<file path="src/hw/rtl/gpioirq_pkg.sv">
// Package for the GPIO port with interrupt detection.
// Holds the transfer payload types, action and register codes, and config word layout.
// No dependencies.
`default_nettype none

package gpioirq_pkg;

  // Action codes; the fourth code of the field is invalid.
  localparam logic [1:0] ACT_WRITE  = 2'd0;
  localparam logic [1:0] ACT_READ   = 2'd1;
  localparam logic [1:0] ACT_SAMPLE = 2'd2;

  // Register codes; the eighth code of the field is invalid.
  localparam logic [2:0] REG_CONFIG   = 3'd0;
  localparam logic [2:0] REG_DEBOUNCE = 3'd1;
  localparam logic [2:0] REG_INPUT    = 3'd2;
  localparam logic [2:0] REG_FLOAT    = 3'd3;
  localparam logic [2:0] REG_OUTVAL   = 3'd4;
  localparam logic [2:0] REG_IRQCLR   = 3'd5;
  localparam logic [2:0] REG_STATUS   = 3'd6;
  localparam logic [2:0] REG_INVALID  = 3'd7;

  // Pin config word layout.
  localparam int unsigned CFG_W          = 7;
  localparam int unsigned CFG_ENABLE_BIT = 0;
  localparam int unsigned CFG_OUT_BIT    = 1;
  localparam int unsigned CFG_TYPE_LSB   = 2;
  localparam int unsigned CFG_POL_BIT    = 4;
  localparam int unsigned CFG_IRQ_EN_BIT = 6;

  // Trigger types.
  localparam logic [1:0] TRIG_NONE   = 2'd0;
  localparam logic [1:0] TRIG_LEVEL  = 2'd1;
  localparam logic [1:0] TRIG_SINGLE = 2'd2;
  localparam logic [1:0] TRIG_DOUBLE = 2'd3;

  typedef struct packed {
    logic [1:0] action;
    logic [2:0] pin_index;
    logic [2:0] reg_index;
    logic [7:0] write_data;
    logic [7:0] pad_levels;
  } in_t;

  typedef struct packed {
    logic [7:0] read_data;
    logic [7:0] pad_drive;
    logic [7:0] pad_drive_enable;
    logic       irq_line;
    logic       bad_access;
  } out_t;

endpackage

`default_nettype wire

</file>
<file path="src/hw/rtl/gpio_port_with_irq_detect.sv">
// Channel  | Direction | Payload            | Handshake
// in       | input     | gpioirq_pkg::in_t  | in_valid_i / in_stall_o
// out      | output    | gpioirq_pkg::out_t | out_valid_o / out_stall_i
//
// Each item passes through an input register, then the register bank updates and the
// result is captured in the output register, one item per cycle without output stalls.
// Reset clears both pipeline valids and puts every pin in the disabled, floated state.
// A stall on the output holds the output register; the input register keeps accepting
// until it too is full, so the throughput stays one transfer per cycle without stalls.
// Top level: input and output pipeline registers around gpioirq_regs.
`default_nettype none

module gpio_port_with_irq_detect #(
  parameter int unsigned PIN_COUNT = 8
) (
  input  wire logic              clk_i,
  input  wire logic              rst_ni,
  input  wire logic              in_valid_i,
  output logic                   in_stall_o,
  input  wire gpioirq_pkg::in_t  in_i,
  output logic                   out_valid_o,
  input  wire logic              out_stall_i,
  output gpioirq_pkg::out_t      out_o
);

  logic              in_valid_q;
  gpioirq_pkg::in_t  in_q;
  logic              out_valid_q;
  gpioirq_pkg::out_t out_q;
  gpioirq_pkg::out_t result;
  logic              advance;
  logic              fire;

  // The output register can take a new result when empty or being drained.
  assign advance    = !out_valid_q || !out_stall_i;
  assign fire       = in_valid_q && advance;
  assign in_stall_o = in_valid_q && !advance;

  gpioirq_regs #(
    .PIN_COUNT(PIN_COUNT)
  ) u_regs (
    .clk_i   (clk_i),
    .rst_ni  (rst_ni),
    .fire_i  (fire),
    .item_i  (in_q),
    .result_o(result)
  );

  always_ff @(posedge clk_i or negedge rst_ni) begin
    if (!rst_ni) begin
      in_valid_q  <= 1'b0;
      out_valid_q <= 1'b0;
    end else begin
      if (!in_stall_o) begin
        in_valid_q <= in_valid_i;
      end
      if (advance) begin
        out_valid_q <= in_valid_q;
      end
    end
  end

  always_ff @(posedge clk_i) begin
    if (in_valid_i && !in_stall_o) begin
      in_q <= in_i;
    end
    if (fire) begin
      out_q <= result;
    end
  end

  assign out_valid_o = out_valid_q;
  assign out_o       = out_q;

endmodule

`default_nettype wire

</file>
<file path="src/hw/rtl/gpioirq_detect.sv">
// Per-pin interrupt event detection for one pad sample.
// Depends on gpioirq_pkg for the config word layout and trigger types.
`default_nettype none

module gpioirq_detect #(
  parameter int unsigned PIN_COUNT = 8
) (
  input  wire logic [PIN_COUNT-1:0][gpioirq_pkg::CFG_W-1:0] cfg_i,
  input  wire logic [PIN_COUNT-1:0]                         old_levels_i,
  input  wire logic [PIN_COUNT-1:0]                         new_levels_i,
  output logic      [PIN_COUNT-1:0]                         events_o
);

  always_comb begin
    logic [1:0] trig;
    logic       pol;
    logic       changed;
    events_o = '0;
    for (int i = 0; i < PIN_COUNT; i++) begin
      trig    = cfg_i[i][gpioirq_pkg::CFG_TYPE_LSB +: 2];
      pol     = cfg_i[i][gpioirq_pkg::CFG_POL_BIT];
      changed = old_levels_i[i] ^ new_levels_i[i];
      if (cfg_i[i][gpioirq_pkg::CFG_ENABLE_BIT]) begin
        unique case (trig)
          gpioirq_pkg::TRIG_LEVEL:  events_o[i] = (new_levels_i[i] == pol);
          gpioirq_pkg::TRIG_SINGLE: events_o[i] = changed && (new_levels_i[i] == pol);
          gpioirq_pkg::TRIG_DOUBLE: events_o[i] = changed;
          default:                  events_o[i] = 1'b0;
        endcase
      end
    end
  end

endmodule

`default_nettype wire

</file>
<file path="src/hw/rtl/gpioirq_regs.sv">
// Per-pin register set, pad level history and pending mask, with the read mux.
// Depends on gpioirq_pkg and instantiates gpioirq_detect.
`default_nettype none

module gpioirq_regs #(
  parameter int unsigned PIN_COUNT = 8
) (
  input  wire logic              clk_i,
  input  wire logic              rst_ni,
  input  wire logic              fire_i,
  input  wire gpioirq_pkg::in_t  item_i,
  output gpioirq_pkg::out_t      result_o
);

  localparam int unsigned CW = gpioirq_pkg::CFG_W;

  logic [PIN_COUNT-1:0][CW-1:0] cfg_q, cfg_d;
  logic [PIN_COUNT-1:0][7:0]    deb_q, deb_d;
  logic [PIN_COUNT-1:0]         float_q, float_d;
  logic [PIN_COUNT-1:0]         drive_q, drive_d;
  logic [PIN_COUNT-1:0]         last_q, last_d;
  logic [PIN_COUNT-1:0]         pend_q, pend_d;
  logic [PIN_COUNT-1:0]         events;
  logic [PIN_COUNT-1:0]         now_levels;

  logic       bad;
  logic       pin_ok;
  logic       is_wr;
  logic       is_rd;
  logic       is_smp;
  logic [7:0] rd_data;

  assign now_levels = item_i.pad_levels[PIN_COUNT-1:0];

  gpioirq_detect #(
    .PIN_COUNT(PIN_COUNT)
  ) u_detect (
    .cfg_i       (cfg_q),
    .old_levels_i(last_q),
    .new_levels_i(now_levels),
    .events_o    (events)
  );

  assign bad = (item_i.action != gpioirq_pkg::ACT_WRITE &&
                item_i.action != gpioirq_pkg::ACT_READ &&
                item_i.action != gpioirq_pkg::ACT_SAMPLE) ||
               (item_i.action != gpioirq_pkg::ACT_SAMPLE &&
                item_i.reg_index == gpioirq_pkg::REG_INVALID);
  assign pin_ok = {1'b0, item_i.pin_index} < 4'(PIN_COUNT);
  assign is_wr  = !bad && item_i.action == gpioirq_pkg::ACT_WRITE && pin_ok;
  assign is_rd  = !bad && item_i.action == gpioirq_pkg::ACT_READ;
  assign is_smp = item_i.action == gpioirq_pkg::ACT_SAMPLE;

  // Next state; the result reflects the state after this item.
  always_comb begin
    logic sel;
    cfg_d   = cfg_q;
    deb_d   = deb_q;
    float_d = float_q;
    drive_d = drive_q;
    last_d  = is_smp ? now_levels : last_q;
    pend_d  = is_smp ? (pend_q | events) : pend_q;
    for (int i = 0; i < PIN_COUNT; i++) begin
      sel = is_wr && (item_i.pin_index == 3'(i));
      if (sel) begin
        unique case (item_i.reg_index)
          gpioirq_pkg::REG_CONFIG:   cfg_d[i]   = item_i.write_data[CW-1:0];
          gpioirq_pkg::REG_DEBOUNCE: deb_d[i]   = item_i.write_data;
          gpioirq_pkg::REG_FLOAT:    float_d[i] = item_i.write_data[0];
          gpioirq_pkg::REG_OUTVAL:   drive_d[i] = item_i.write_data[0];
          gpioirq_pkg::REG_IRQCLR: begin
            if (item_i.write_data[0]) begin
              pend_d[i] = 1'b0;
            end
          end
          default: ;
        endcase
      end
    end
  end

  // Read mux over the current state.
  always_comb begin
    logic [7:0] pin_val;
    pin_val = '0;
    for (int i = 0; i < PIN_COUNT; i++) begin
      if (item_i.pin_index == 3'(i)) begin
        unique case (item_i.reg_index)
          gpioirq_pkg::REG_CONFIG:   pin_val = 8'(cfg_q[i]);
          gpioirq_pkg::REG_DEBOUNCE: pin_val = deb_q[i];
          gpioirq_pkg::REG_INPUT:    pin_val = 8'(last_q[i]);
          gpioirq_pkg::REG_FLOAT:    pin_val = 8'(float_q[i]);
          gpioirq_pkg::REG_OUTVAL:   pin_val = 8'(drive_q[i]);
          default:                   pin_val = '0;
        endcase
      end
    end
    if (!is_rd) begin
      rd_data = '0;
    end else if (item_i.reg_index == gpioirq_pkg::REG_STATUS) begin
      rd_data = 8'(pend_q);
    end else begin
      rd_data = pin_val;
    end
  end

  always_comb begin
    logic [PIN_COUNT-1:0] den;
    logic [PIN_COUNT-1:0] irq_bits;
    for (int i = 0; i < PIN_COUNT; i++) begin
      den[i] = cfg_d[i][gpioirq_pkg::CFG_ENABLE_BIT] &&
               cfg_d[i][gpioirq_pkg::CFG_OUT_BIT] && !float_d[i];
      irq_bits[i] = cfg_d[i][gpioirq_pkg::CFG_IRQ_EN_BIT] && pend_d[i];
    end
    result_o.read_data        = rd_data;
    result_o.pad_drive        = 8'(drive_d);
    result_o.pad_drive_enable = 8'(den);
    result_o.irq_line         = |irq_bits;
    result_o.bad_access       = bad;
  end

  always_ff @(posedge clk_i or negedge rst_ni) begin
    if (!rst_ni) begin
      cfg_q   <= '0;
      deb_q   <= '0;
      float_q <= '1;
      drive_q <= '0;
      last_q  <= '0;
      pend_q  <= '0;
    end else if (fire_i) begin
      cfg_q   <= cfg_d;
      deb_q   <= deb_d;
      float_q <= float_d;
      drive_q <= drive_d;
      last_q  <= last_d;
      pend_q  <= pend_d;
    end
  end

endmodule

`default_nettype wire

</file>
<file path="config.mk">
export PLATFORM = sky130hd
export DESIGN_NAME = gpio_port_with_irq_detect
export DESIGN_NICKNAME = d
export VERILOG_FILES = /design/src/hw/rtl/gpioirq_pkg.sv /design/src/hw/rtl/gpio_port_with_irq_detect.sv /design/src/hw/rtl/gpioirq_detect.sv /design/src/hw/rtl/gpioirq_regs.sv
export SDC_FILE = /design/constraint.sdc
export NUM_CORES = 1
export LEC_CHECK = 0
export BUFFER_PORTS_ARGS = -buffer_cell sky130_fd_sc_hd__buf_2
export CORE_UTILIZATION = 60
export DETAILED_ROUTE_END_ITERATION = 7
export PLACE_DENSITY = 0.89
export RECOVER_POWER = 25
export SYNTH_ARGS = -nofsm -noshare
export SYNTH_HDL_FRONTEND = slang
export SYNTH_SLANG_ARGS = --single-unit
</file>
<file path="constraint.sdc">
create_clock -name clk_i -period 2.85 [get_ports clk_i]
set_input_delay 0.1425 -clock clk_i [delete_from_list [all_inputs] [get_ports clk_i]]
set_output_delay 0.1425 -clock clk_i [all_outputs]
set_load 0.03 [all_outputs]
</file>
### Yosys cells after proc, flatten, opt, wreduce, memory -nomap -nowiden

Cells that the tools add are included.

* bitwise logic cells: 9
* equal/unequal tests: 50
* mux-type cells: 106
* reduce and logical (&&, ||, !) cells: 85

Operators by type and width (number)
* 8-bit one-hot mux with 5 select lines: 8
* 7-bit two-way mux: 16
* 8-bit two-way mux: 10
* 1-bit two-way mux: 64
* 1-bit logical AND: 48
* 3-bit AND reduction: 16
* 2-bit equality test (second input constant): 17
* 3-bit equality test (second input constant): 8
* 1-bit one-hot mux with 3 select lines: 8
* 2-bit by 1-bit equality test with 1-bit output (second input constant): 9
* 1-bit logical NOT: 13
* 3-bit by 2-bit equality test with 1-bit output (second input constant): 4
* 1-bit equality test: 8
* 8-bit bitwise OR: 1
* 8-bit OR reduction: 1
* 1-bit bitwise XOR: 8
* 3-bit by 1-bit equality test with 1-bit output (second input constant): 2
* 3-bit logical NOT: 2
* 2-bit logical NOT: 1
* 1-bit logical OR: 2
* 2-bit by 1-bit inequality test with 1-bit output (second input constant): 1
* 2-bit inequality test (second input constant): 1
* 2-bit AND reduction: 1
* 2-bit nonzero test: 1

* register bits: 204
* word-level logic and storage cells: 290
* input port bits: 28
* output and inout port bits: 28

### Depth between registers and ports, before layout

* depth after elaboration: 11
* mapped depth: 10
* mapped depth without buffers: 6

### Modules after synthesis

A second synthesis with hierarchy kept.

* cell total of the unflattened synthesis: 820
* area total of the unflattened synthesis: 10163.5 um^2

By module, submodules not included
* gpioirq_regs: times used 1, cells an instance 706, area an instance 8154.1 um^2
* gpio_port_with_irq_detect: times used 1, cells an instance 58, area an instance 1594.0 um^2
* gpioirq_detect: times used 1, cells an instance 56, area an instance 415.4 um^2

### Least setup slack after synthesis

Ideal clock, no wire load.

* path kind: reg-to-reg
* start point: register out_valid_q, in the netlist out_valid_o
* end point: register u_regs.drive_q[6]
* setup time: 0.126 ns
* arrival: 2.310 ns
* data required time: 2.724 ns
* path buffers: 1
* clock period less this slack: 2.435 ns
* path slack: 0.415 ns
* stages on the path, launching flop included: 6
* path through: dfrtp_1 > nand2_1 > nand2_1 > clkinv_1 > clkbuf_1 > mux2_2

* word-level cells in the longest chain between the ends: 3

Ends and longest elaborated chain
* from (decl): RTL line gpio_port_with_irq_detect.sv:28 `logic out_valid_q;`
* from (signal assigned): RTL line gpio_port_with_irq_detect.sv:58 `out_valid_q <= in_valid_q;`
* 1-bit logical NOT: RTL line gpio_port_with_irq_detect.sv:35 `assign advance = !out_valid_q || !out_stall_i;`
* 1-bit logical OR: RTL line gpio_port_with_irq_detect.sv:35
* 1-bit logical AND: RTL line gpio_port_with_irq_detect.sv:36 `assign fire = in_valid_q && advance;`
* net fire: RTL line gpio_port_with_irq_detect.sv:32 `logic fire;`
* to (signal assigned): RTL line gpioirq_regs.sv:134 `drive_q <= drive_d;`
* to (decl): RTL line gpioirq_regs.sv:20 `logic [PIN_COUNT-1:0] drive_q, drive_d;`

The timed path passes the listed nets, and every way through them passes these cells.
A chain may end at the register's enable or synchronous reset.

==> results.py <==
metrics = {
    "floorplan": {
        "row_count": 46,
        "start_util_pct": 62.31,
        "core_um2": 16120,
        "die-height_um": 131.4,
        "io_pins": 56,
        "fp.dieArea_um2": 17260,
        "die_x_um": 131.4,
    },
    "cells_and_area": {
        "final_cell_mix": "mux2_2 (162), dfrtp_1 (146), nand2_1 (78)",
        "ff_latch_area_um2": 5365,
        "area.growth.synth_to_final_pct": 16.83,
        "multiInputGateArea_um2": 4431,
        "final_common_cell": "mux2_2",
        "fin_nets": 963,
        "fillers": 1061,
        "utilization_pct": 72.80,
        "fin_cells": 1167,
        "final_layout_size_suffix_gt1_share_pct": 33.33,
        "antennaDiodeCount": 0,
    },
    "clock_tree": {
        "cts_max_path_buffers": 3,
        "post_cts_resized": 0,
        "cts_max_level": 1,
        "clk_pin_slew_ps": 60,
        "cts_setup_buffers": 0,
        "numCtsBuffers": 22,
        "clk_latency_ps": 510,
        "cts_tree": "built",
        "cts.sinks": 204,
        "root_buffer": "clkbuf_16",
        "cts_hold_buffers": 28,
    },
    "global_route": {
        "antenna_found_initial": 0,
        "globalRouteOverflowTotal": 0,
        "grt_pass1_wl_um": 43100,
        "grt_max_degree": 85,
        "grt_usage_pct": 32.27,
        "grt_pass1_vias": 7686,
    },
    "timing": {
        "worstMarginPinSlew_ps": 2399,
        "rsz0062_at_grt": "no",
        "finClkSkew_ps": 10.66,
        "timing.fmax_mhz": 394.5,
        "min_period_ps": 2535,
        "hold_ws_ps": 340.4,
        "maxSlewViolCount": 38,
        "period_share_pct": 88.94,
        "setup_viol": 0,
        "hold_viol_final": 0,
        "slew_headroom_pct": -59.94,
        "setup_tns_ps": 0,
    },
    "run_status": {
        "outcome": "finished, violations left",
        "violations": "capacitance limit, slew limit",
    },
    "routing": {
        "vias": 7650,
        "routedWlPerCell_um": 23.21,
        "drt-pass1-iter-count": 5,
        "vias_per_cell": 6.555,
        "drc": 0,
        "initialDrtViolationCount": 956,
        "totalWireLength_um": 27090,
        "ant_nets": 0,
    },
    "job": {
        "maxCapViolations": 1,
    },
    "logic_synthesis": {
        "synth_adder_area_share_pct": 0,
        "netlist_area_um2": 10040,
        "synth_cells": 831,
        "synthMuxAreaShare_pct": 22.89,
        "ys_seq_area_share_pct": 53.43,
        "async_reset_ff_share_pct": 75.49,
        "synth.distinct_cells": 65,
        "synth-simple-area-share_pct": 9.220,
        "ys_ff_latch": 204,
        "synth_edf_count": 50,
        "synth_top_family_by_area": "multiplexers",
        "synth_nets": 859,
        "synth_xor_area_share_pct": 0,
        "synth_ff_type": "dfrtp_1",
        "synth.yosys.warnings": 0,
        "synth_compound_area_share_pct": 11.95,
        "avgSynthCellArea_um2": 12.08,
    },
    "critical_path": {
        "crit_type": "reg2reg",
        "worstPathMaxFanout": 9,
        "arrival_ps": 2780,
        "crit_required_ps": 3090,
        "cp-start-kind": "flip-flop",
        "worstSetupEndpointType": "flip-flop",
    },
    "pwr": {
        "pwr-share-seq_pct": 48.3,
        "p_comb_share_pct": 11.1,
        "clkPwrFrac_pct": 40.6,
        "p_int_mw": 5.262,
        "switching_share_pct": 25.72,
        "peakVddDrop_mv": 0.5026,
        "total_power_mw": 7.084,
        "p_leak_nw": 5.232,
        "power.density_nw_per_um2": 603.8,
        "p_switching_mw": 1.822,
    },
    "placed_design": {
        "dp_hpwl_um": 18540,
        "place.gp.congestion": 0.9449,
        "port_buffers": 55,
        "dp.cells": 1099,
    },
    "hold_path": {
        "min_path_type": "in2reg",
    },
}
cell usage after synthesis (3+ instances only):
master / number / area share [%]
mux2_2: 162 / 18
dfrtp_1: 146 / 36
nand2_1: 78 / 2.9
edfxtp_1: 50 / 15
a21oi_1: 40 / 2.0
o21ai_0: 37 / 1.8
mux2i_1: 35 / 3.5
nor2_1: 27 / 1.0
clkbuf_1: 25 / 0.93
buf_2: 19 / 0.95
o22ai_1: 15 / 0.93
a22oi_1: 13 / 0.97
nand3_1: 12 / 0.60
a31oi_1: 11 / 0.69
a311oi_1: 10 / 0.87
inv_1: 10 / 0.37
nand2b_1: 10 / 0.62
a221oi_1: 9 / 0.78
nor2b_1: 9 / 0.56
dfstp_2: 8 / 2.1
and3_1: 7 / 0.44
mux2_1: 7 / 0.78
nor3_1: 7 / 0.35
a221o_1: 6 / 0.60
nand3b_1: 6 / 0.45
nor2_2: 5 / 0.31
or4_1: 5 / 0.37
a21boi_0: 3 / 0.22
a21o_1: 3 / 0.22
o211a_1: 3 / 0.30
o211ai_1: 3 / 0.22
o31ai_1: 3 / 0.22
critical path: stages, from the launching register on:
cell and delay, ps:
edfxtp_1 550, a311o_1 510, nor3_1 470, mux2_2 400, o2bb2a_1 250, nand4_1 90
per-stage QoR:
step,setup slack [ps],area (µm²)
floorplan,414.7,10040
global placement,370.6,10740
detailed placement,372.2,10740
CTS,353.3,11750
global route,83.13,11730
finish,315.3,11730
final cells by class:
| class | count | share of cell area [%] |
|---|---|---|
| tap | 216 | 2.304 |
| clock inverter | 5 | 0.4266 |
| timing repair buffer | 127 | 7.593 |
| clock buffer | 35 | 5.801 |
| multi-input combinational | 568 | 37.76 |
| inverter | 12 | 0.3839 |
| sequential | 204 | 45.73 |
final timing paths:
| path | endpoint | startpoint | depth (start not counted) | slack (ps) |
|---|---|---|---|---|
| hold / removal | in_q[12] | in_i[12] | 2 | 340 |
| setup / recovery | out_o[1] | in_q[16] | 5 | 320 |
| min in group asynchronous | u_regs.cfg_q[45] | rst_ni | 2 | 910 |
| hold reg to reg | out_valid_o | in_valid_q | 1 | 500 |
| max in group asynchronous | u_regs.float_q[1] | rst_ni | 3 | 400 |
| setup reg to reg | out_o[1] | in_q[16] | 5 | 320 |
power groups by stage:
stage / Sequential, mW / Clock [mW] / Combinational (mW)
after floorplan: 3.44 / 0 / 0.439
after global placement: 3.45 / 0 / 0.723
after detailed placement: 3.46 / 0 / 0.744
after CTS: 3.41 / 2.89 / 0.780
after global routing: 3.44 / 3.01 / 0.845
final: 3.42 / 2.87 / 0.788
state kept, by name, indices dropped and copies added, names as in the netlist:
register        flops
u_regs.deb_q       64
u_regs.cfg_q       56
u_regs.last_q       8
out_o              26
in_valid_q          1
u_regs.pend_q       8
out_valid_o         1
in_q               24
u_regs.float_q      8
u_regs.drive_q      8
kinds of logic after synthesis:
| logic type | after synthesis |
|---|---|
| compound gates | 179 |
| buf+inv | 59 |
| flops | 204 |
| mux | 206 |
| simple gates | 183 |
metal layers:
metal / vias up / wire (µm) / GRT usage, %
met5: - / 0 / 0
met4: 0 / 1290 / 14.99
met3: 96 / 2468 / 6.327
met2: 436 / 12400 / 49.85
met1: 3779 / 10930 / 44.19
li1: 3339 / - / -
(Power assumes the default switching activity.)
